**config.mk**
```make
export PLATFORM = sky130hd
export DESIGN_NAME = gbp_queue
export DESIGN_NICKNAME = d
export VERILOG_FILES = /design/src/rtl/core/gbp_pkg.sv /design/src/rtl/core/gbp_queue.sv
export SDC_FILE = /design/constraint.sdc
export NUM_CORES = 1
export LEC_CHECK = 0
export BUFFER_PORTS_ARGS = -buffer_cell sky130_fd_sc_hd__buf_2
export CORE_MARGIN = 2
export CORE_UTILIZATION = 45
export DETAILED_ROUTE_END_ITERATION = 16
export PLACE_DENSITY = 0.83
export REMOVE_ABC_BUFFERS = 1
export SYNTH_ARGS = -nofsm -noshare
export SYNTH_HDL_FRONTEND = slang
export SYNTH_SLANG_ARGS = --single-unit
```
**constraint.sdc**
```tcl
create_clock -name clk -period 6.97 [get_ports clk]
set_input_delay 1.394 -clock clk [delete_from_list [all_inputs] [get_ports clk]]
set_output_delay 1.394 -clock clk [all_outputs]
set_load 0.02 [all_outputs]
```
**src/rtl/core/gbp_pkg.sv**
```systemverilog
// shared types, constants and codes for the gshare btb predictor
`default_nettype none
package gbp_pkg;

	localparam int HISTORY_BITS_DEF   = 8;
	localparam int BTB_INDEX_BITS_DEF = 10;
	localparam int QUEUE_DEPTH        = 2;
	localparam int PC_BITS            = 64;

	localparam logic [PC_BITS-1:0] PC_STEP = 64'd4;

	// operation codes
	localparam logic OP_PREDICT = 1'b0;
	localparam logic OP_UPDATE  = 1'b1;

	// branch kind codes
	localparam logic [1:0] KIND_NONE   = 2'd0;
	localparam logic [1:0] KIND_COND   = 2'd1;
	localparam logic [1:0] KIND_UNCOND = 2'd2;

	// 2-bit saturating counter states
	localparam logic [1:0] CTR_STRONG_NT = 2'd0;
	localparam logic [1:0] CTR_WEAK_T    = 2'd2;
	localparam logic [1:0] CTR_STRONG_T  = 2'd3;

	typedef enum logic [1:0] {
		ST_CLEAR,
		ST_IDLE,
		ST_FINISH
	} back_state_t;

	// one classified word on its way from front to back
	typedef struct packed {
		logic               is_update;
		logic               is_cond;
		logic               taken;
		logic [PC_BITS-1:0] pc;
		logic [PC_BITS-1:0] actual;
	} item_t;

	typedef struct packed {
		logic clearing;
		logic popped_predict;
	} back_status_t;

endpackage
`default_nettype wire

```
**src/rtl/core/gbp_queue.sv**
```systemverilog
// short fifo between front and back
`default_nettype none
module gbp_queue
	import gbp_pkg::*;
(
	input  wire logic  clk,
	input  wire logic  arst_n,
	input  wire logic  push,
	input  wire item_t push_item,
	output logic       full,
	input  wire logic  pop,
	output logic       head_valid,
	output item_t      head_item
);

	localparam int PTR_BITS = (QUEUE_DEPTH > 1) ? $clog2(QUEUE_DEPTH) : 1;
	localparam int CNT_BITS = $clog2(QUEUE_DEPTH + 1);
	localparam logic [PTR_BITS-1:0] PTR_LAST = PTR_BITS'(QUEUE_DEPTH - 1);
	localparam logic [CNT_BITS-1:0] CNT_FULL = CNT_BITS'(QUEUE_DEPTH);

	item_t               mem_q [QUEUE_DEPTH];
	logic [PTR_BITS-1:0] wr_ptr_q;
	logic [PTR_BITS-1:0] rd_ptr_q;
	logic [CNT_BITS-1:0] count_q;

	assign full       = (count_q == CNT_FULL);
	assign head_valid = (count_q != '0);
	assign head_item  = mem_q[rd_ptr_q];

	always_ff @(posedge clk or negedge arst_n) begin
		if (!arst_n) begin
			wr_ptr_q <= '0;
			rd_ptr_q <= '0;
			count_q  <= '0;
		end else begin
			if (push) begin
				wr_ptr_q <= (wr_ptr_q == PTR_LAST) ? '0 : wr_ptr_q + 1'b1;
			end
			if (pop) begin
				rd_ptr_q <= (rd_ptr_q == PTR_LAST) ? '0 : rd_ptr_q + 1'b1;
			end
			if (push && !pop) begin
				count_q <= count_q + 1'b1;
			end else if (pop && !push) begin
				count_q <= count_q - 1'b1;
			end
		end
	end

	always_ff @(posedge clk) begin
		if (push) begin
			mem_q[wr_ptr_q] <= push_item;
		end
	end

endmodule
`default_nettype wire

```
Word level (Yosys, flattened, before mapping):

Memories as Yosys holds them, arrays and structs flattened.
Cells that the tools add are included.

* $add $sub $neg: 4
* equality and inequality tests: 1
* bitwise logic cells: 0
* $mul: 0
* shifts and indexed selects: 0
* mux-type cells: 6
* divide/modulo/power cells: 0
* order comparisons: 0
* reductions and logical operators: 6

Operators with widths (number)
* 1-bit 2-to-1 mux: 4
* 2-bit 2-to-1 mux: 2
* 2-bit nonzero test: 2
* 1-bit adder, second input constant: 2
* 2-bit by 1-bit adder with 2-bit output, second input constant: 1
* 2-bit == test, second input constant: 1
* 1-bit logical AND: 2
* 1-bit logical NOT: 2
* 2-bit by 1-bit subtractor with 2-bit output, second input constant: 1

* memory bits (writable): 262
* bits in latches: 0
* bits in read-only memories: 0
* register bits: 4
* bits of input ports: 135
* memories kept: 1

Memory list
* mem_q: depth 2, bits a word 131, read ports 1, clocked after memory_dff 0, wr ports 1, line gbp_queue.sv:21 `item_t mem_q [QUEUE_DEPTH];`

Longest topological paths before layout:

Gate-level depths: netlist of run 1.

* depth after elaboration: 4
* depth in mapped cells: 5
* gate-level depth less buffers: 5

Worst setup path after synthesis of run 1:

OpenSTA, ideal clock, no wires.

* path type: input port to flip-flop
* from: input push
* to: memory mem_q[0][0] (netlist bit) (enable)
* setup slack: -739 ps
* path buffers: 0
* stages on the path: 1
* data arrival time: 7070 ps
* required time: 6332 ps
* path through: nor2b_1

* cells in the longest elaborated chain, start to end: 2

RTL lines
* start: declaration: line gbp_queue.sv:8 `input wire logic push,`
* 1-bit 2-to-1 mux: line gbp_queue.sv:51 `if (push) begin`
* 1-bit 2-to-1 mux (implied by the code): line gbp_queue.sv:52 `mem_q[wr_ptr_q] <= push_item;`
* end: declaration: line gbp_queue.sv:21

No other way between the ends.

==> run_results.csv, run 1 <==
group,metric,value,unit
setup_path,cp_data_required_time,5580,ps
synthesis,synthCells,424,
timing,worstMarginPinSlew,1120,ps
timing,rsz0062_at_grt,"no",
synthesis,yosysTopAreaCellShare,78.9,%
status,status,"finished clean",
layout,area_growth,24.1,%
floorplanning,io_pins,268,
clock_network,ctsResizeCount,0,
layout,layout-drive-gt1-share,60.9,%
timing,hold_viol_final,0,
routing,drt_iter0_markers,268,
clock_network,worst_skew_pair.late_latency,510,ps
setup_path,critical_path_class,"flip-flop to output pin",
synthesis,yosysMostFrequentCell,"edfxtp_1",
setup_path,worst_setup_path_end_kind,"output pin",
timing,setup_violations,0,
clock_network,cts_hold_buf,0,
setup_path,arrival,2830,ps
synthesis,synthTopCellsByArea,"edfxtp_1, mux2_4, mux2_2",
global_route,grt_util_all_layers,15.1,%
clock_network,path_clk_slew,60,ps
clock_network,tritoncts,"yes",
layout,final_area,0.0124,mm^2
synthesis,yosys.area.top_type,"edfxtp_1",
synthesis,seq_area_frac_synth,79.9,%
synthesis,netlist_top_cells_count,"edfxtp_1, mux2_4, mux2_2",
clock_network,htreeDepth,1,
timing,finalCritPeriodShare,60.7,%
setup_path,reg2reg_slack,4490,ps
flow_run,maxCapViolCount,0,
setup_path,path_max_fanout,67,
timing,fmax,236,MHz
synthesis,synth_area,0.00997,mm^2
setup_path,start_kind,"flip-flop",
timing,slew_violations,0,
setup_path,cp_cell_sequence,"buf_12 -> mux2_2 -> buf_2",
synthesis,synth_cell_types,15,
synthesis,synth-seq-cells,266,
floorplanning,row_count,54,
synthesis,synth_ff_type,"edfxtp_1",
placed_design,hpwlAfterDp,12300,um
global_route,grt_first_pass_wirelength,28000,um
placed_design,routabilityCongestion,0.761,
synthesis,synth_warnings,0,
global_route,grt_start_max_net_pins,68,
timing,fin_skew,12.3,ps
setup_path,r2r_start,"wr_ptr_q$_DFFE_PN0P_",
setup_path,critPathCapture,"head_item[17]",
floorplanning,die_area,0.0234,mm^2
floorplanning,core_area,0.0218,mm^2
clock_network,clk_path_buf_depth,3,
timing,tns,0,ps
routing,routed_wl,18500,um
floorplanning,die_h,153,um
placed_design,place_area,0.0116,mm^2
pwr,ir_worst_vdd,0.261,mV
pwr,cellPowerDensity,426,mW/mm^2
global_route,antenna_found_initial,3,
floorplanning,die_w,153,um
floorplanning,initial_utilization,45.8,%
clock_network,clockRootBuffer,"clkbuf_16",
setup_path,slowest_delay,1140,ps
timing,fin_crit,4230,ps
synthesis,ys_async_sr_fraction,1.50,%
setup_path,rr_worst_depth,2,
synthesis,synth_area_per_cell,23.5,um^2
global_route,grt_pass1_vias,5208,
routing,drc_errors,0,
layout,fillers,1682,
worst_hold_path,hp-class,"flip-flop to flip-flop",
routing,avgRoutedWirePerCell,18.3,um
setup_path,startpoint,"rd_ptr_q$_DFFE_PN0P_",
routing,final_antenna_net_count,0,
clock_network,cts_buffers,27,
synthesis,synth_edf_count,262,
clock_network,cts_sinks,266,
routing,dr.pass1.iters,4,
routing,vias_per_cell,4.85,
timing,slew_headroom,25.5,%
global_route,grt.overflow.total,0,
setup_path,r2r_end,"mem_q[1][98]$_DFFE_PP_",
setup_path,crit_slowest_cell,"dfrtp_4",
routing,vias,4893,
clock_network,post_cts_buffers,0,
placed_design,portBuffers,267,
pwr,p_leak,4.87,nW
layout,final_nets,845,
-- registers in the layout, summed over array words and instances (netlist names) --
signal,flops
count_q,2
mem_q,262
rd_ptr_q,1
wr_ptr_q,1
-- metrics by stage --
step / hold WS (ps) / power, W / instances / setup slack, ps / utilization [%]
after floorplan: 447 / 0.00366 / 409 / -739 / -
after global placement: 475 / 0.00400 / 960 / 3320 / 53.2
after detailed placement: 493 / 0.00403 / 960 / 3300 / 53.2
after CTS: 514 / 0.00535 / 1007 / 2720 / 56.9
after global routing: 530 / 0.00550 / 1008 / 2610 / 56.9
final: 510 / 0.00527 / 1008 / 2740 / 56.9
-- how the worst min path moves through the flow --
stage,slack (ps),cells past startpoint,to,startpoint
6_report,510,1,count_q[1]$_DFFE_PN0P_,count_q[1]$_DFFE_PN0P_
3_3_place_gp,480,1,count_q[1]$_DFFE_PN0P_,count_q[1]$_DFFE_PN0P_
2_1_floorplan,450,1,count_q[1]$_DFFE_PN0P_,count_q[1]$_DFFE_PN0P_
3_5_place_dp,490,1,count_q[1]$_DFFE_PN0P_,count_q[1]$_DFFE_PN0P_
5_1_grt,530,1,count_q[1]$_DFFE_PN0P_,count_q[1]$_DFFE_PN0P_
4_1_cts,510,1,count_q[1]$_DFFE_PN0P_,count_q[1]$_DFFE_PN0P_
-- area by class of cell --
cell class | instances | area, um^2 | share of cell area [%]
Clock buffer | 31 | 691 | 5.58
Tap cell | 280 | 350 | 2.83
Timing Repair Buffer | 271 | 1380 | 11.1
Inverter | 1 | 3.75 | 0.0303
Antenna cell | 1 | 2.50 | 0.0202
Clock inverter | 16 | 111 | 0.900
Multi-Input combinational cell | 142 | 1870 | 15.1
Sequential cell | 266 | 7970 | 64.4
-- cells by family (layout without fill, tap and decap cells) --
family,count (synthesis),after routing,synth area share (%)
flip-flops,266,266,79.9
multiplexers,131,131,17.8
buffers and inverters,16,319,1.46
XOR/XNOR,5,5,0.439
AND/OR/NAND/NOR,5,5,0.289
adder cells (fa/ha/maj),1,1,0.125
other,0,1,0
-- placed cells by master, fill, tap and decap left out --
cell	count
buf_2	267
inv_1	1
bufinv_16	1
nor2_1	1
dfrtp_1	3
buf_4	3
nor2b_1	1
mux2_2	51
nor2b_4	1
clkinvlp_4	4
dfrtp_4	1
buf_12	1
and2_4	1
mux2_4	80
clkbuf_16	27
ha_1	1
clkinv_2	4
clkinv_1	6
xnor2_1	1
clkbuf_1	4
clkinv_4	1
xor2_1	4
edfxtp_1	262
diode_2	1
or2_2	1
-- worst max-delay path, delay by kind of cell (launching register included) --
family	cells	cell delay [ps]
muxes	1	400
DFF	1	1140
buffers and inverters	2	630
-- metal layers --
metal  wire length [um]  track usage [%]
met1               6880             17.5
met2               9510             26.7
met4                595             5.60
met5                 11                0
met3               1490             4.37
-- where the power goes --
group	internal [W]	switching [W]
Combinational	0.000744	0.000931
Sequential	0.00213	0.000169
Clock	0.000743	0.000558
Note: power is estimated with default switching activity, not from simulation.
==> inputs of run 2 (changes only) <==
--- a/config.mk
+++ b/config.mk
@@ -9,7 +9,7 @@
 export CORE_MARGIN = 2
 export CORE_UTILIZATION = 45
 export DETAILED_ROUTE_END_ITERATION = 16
-export PLACE_DENSITY = 0.83
+export PLACE_DENSITY = 0.8
 export REMOVE_ABC_BUFFERS = 1
 export SYNTH_ARGS = -nofsm -noshare
 export SYNTH_HDL_FRONTEND = slang
==> constraint.sdc (replaced) <==
create_clock -name clk -period 4.2 [get_ports clk]
set_input_delay 0.84 -clock clk [delete_from_list [all_inputs] [get_ports clk]]
set_output_delay 0.84 -clock clk [all_outputs]
set_load 0.02 [all_outputs]
==> run 2 against run 1 <==
  * Design area is 1.5% higher
  * Hold slack worse by 390 ps
  * First-iteration DRC count is 7.5% lower
  * Critical path type unchanged
  * Flip-flop and latch count stayed put
  * Largest cell class unchanged
  * Die area stayed put
  * Clock power is 88% higher
  * Sequential power is 63% higher
  * Critical endpoint is now head_item[20]
  * Total power is 72% higher
  * Routed wire length is 0.53% lower
  * Combinational power is 70% higher
  * Worst setup slack worse by 1800 ps
  * Sequential share of layout area is 0.94 points lower
==> run_results.csv, run 2 (synthesis results as in run 1) <==
group,metric,value,unit
status,status,"finished clean",
layout,final_common_cell,"buf_2",
clock_network,post_cts_buffers,0,
placed_design,hpwlAfterDp,12200,um
clock_network,cts_hold_buf,0,
pwr,combPwrFrac,31.5,%
global_route,antenna_found_initial,4,
layout,multiInputGateArea,0.00187,mm^2
timing,hold_viol_final,0,
routing,avgRoutedWirePerCell,18.0,um
pwr,ir_worst_vdd,0.523,mV
placed_design,portBuffers,267,
routing,vias,4859,
floorplanning,row_count,54,
floorplanning,initial_utilization,45.8,%
timing,worst_slack,950,ps
setup_path,arrival,2410,ps
layout,area_growth,26.0,%
global_route,grt_util_all_layers,15.1,%
pwr,switching_power,0.00275,W
timing,slew_headroom,38.1,%
pwr,sw_frac_of_total,30.4,%
timing,fin_skew,10.1,ps
layout,layout.cells.most_common_list,"buf_2, edfxtp_1, mux2_4",
layout,top_register,"mem_q",
layout,seqCellArea,0.00797,mm^2
layout,final_area,0.0126,mm^2
setup_path,critical_path_class,"flip-flop to output pin",
clock_network,worst_skew_pair.late_latency,520,ps
layout,reg_top3,"mem_q (262), count_q (2)",
setup_path,start_kind,"flip-flop",
global_route,grt_pass1_vias,5259,
layout,finish.utilization,57.7,%
timing,rsz0062_at_grt,"no",
floorplanning,die_w,153,um
global_route,grt_start_max_net_pins,70,
timing,finalCritPeriodShare,77.4,%
pwr,cellPowerDensity,721,mW/mm^2
layout,fillers,1653,
clock_network,cts_sinks,266,
placed_design,post-place-ws,1480,ps
timing,worstMarginPinSlew,928,ps
routing,dr.pass1.iters,4,
clock_network,path_clk_slew,60,ps
routing,routed_wl,18400,um
setup_path,path_max_fanout,45,
routing,drc_errors,0,
layout,layout-drive-gt1-share,60.8,%
clock_network,ctsResizeCount,0,
floorplanning,core_area,0.0218,mm^2
clock_network,htreeDepth,1,
placed_design,routabilityCongestion,0.762,
floorplanning,die_area,0.0234,mm^2
setup_path,cp_data_required_time,3360,ps
setup_path,reg2reg_slack,2370,ps
placed_design,place_area,0.0116,mm^2
layout,layoutNonFillerInstCount,1019,
routing,drt_iter0_markers,248,
pwr,p_leak,4.96,nW
timing,setup_violations,0,
pwr,pwr-share-seq,41.4,%
placed_design,dpl.cell_count,962,
flow_run,maxCapViolCount,0,
floorplanning,die_h,153,um
timing,slew_violations,0,
clock_network,clockRootBuffer,"clkbuf_16",
pwr,p_total,0.00906,W
setup_path,worst_setup_path_end_kind,"output pin",
pwr,p_clk_share,27.1,%
floorplanning,io_pins,268,
pwr,p_int,0.00630,W
worst_hold_path,hp-class,"primary input to async pin",
timing,fin_crit,3250,ps
timing,fmax,308,MHz
layout,final_nets,848,
routing,final_antenna_net_count,0,
clock_network,cts_buffers,28,
clock_network,clk_path_buf_depth,3,
global_route,grt.overflow.total,0,
routing,vias_per_cell,4.77,
layout,largest_register_ffs,262,
global_route,grt_first_pass_wirelength,28000,um
clock_network,tritoncts,"yes",
-- run 2: through the flow --
step | hold WS (ps) | setup TNS, ps
finish | 118 | 0
global route | 92.2 | 0
CTS | 93.0 | 0
detailed placement | 487 | 0
global placement | 462 | 0
floorplan | 447 | -569080
-- run 2: final timing paths --
| kind | from | to | cells after the start |
|---|---|---|---|
| max | rd_ptr_q$_DFFE_PN0P_ | head_item[20] | 3 |
| min | arst_n | count_q[1]$_DFFE_PN0P_ | 1 |
| max reg2reg | wr_ptr_q$_DFFE_PN0P_ | mem_q[1][86]$_DFFE_PP_ | 2 |
| min reg2reg | count_q[1]$_DFFE_PN0P_ | count_q[1]$_DFFE_PN0P_ | 1 |
| max in group asynchronous | arst_n | rd_ptr_q$_DFFE_PN0P_ | 1 |
| min in group clk | push_item[129] | mem_q[1][129]$_DFFE_PP_ | 1 |
-- run 2: power by group through the flow --
stage	sequential, W	clock, W	combinational [W]
after global routing	0.00381	0.00261	0.00303
after detailed placement	0.00381	0	0.00290
after global placement	0.00378	0	0.00288
after CTS	0.00376	0.00252	0.00291
after floorplan	0.00398	0	0.00209
final	0.00375	0.00245	0.00285
-- run 2: critical path, cell delays in order (launching register included) --
cell and delay, ps:
dfrtp_4 890, buf_12 380, mux2_2 380, buf_2 160
-- run 2: layout make-up --
| class | count | area share (%) |
|---|---|---|
| multi-input combinational | 142 | 14.9 |
| timing repair buffer | 273 | 11.3 |
| sequential | 266 | 63.5 |
| clock inverter | 11 | 1.23 |
| tap | 280 | 2.79 |
| inverter | 1 | 0.0299 |
| antenna | 5 | 0.0996 |
| clock buffer | 41 | 6.22 |
-- run 2: routing by layer --
layer / vias up / wire [um] / GRT usage, %
met3: 44 / 1600 / 5.33
met4: 0 / 558 / 5.47
met5: - / 0 / 0
li1: 2276 / - / -
met1: 2332 / 7080 / 17.6
met2: 207 / 9140 / 26.0
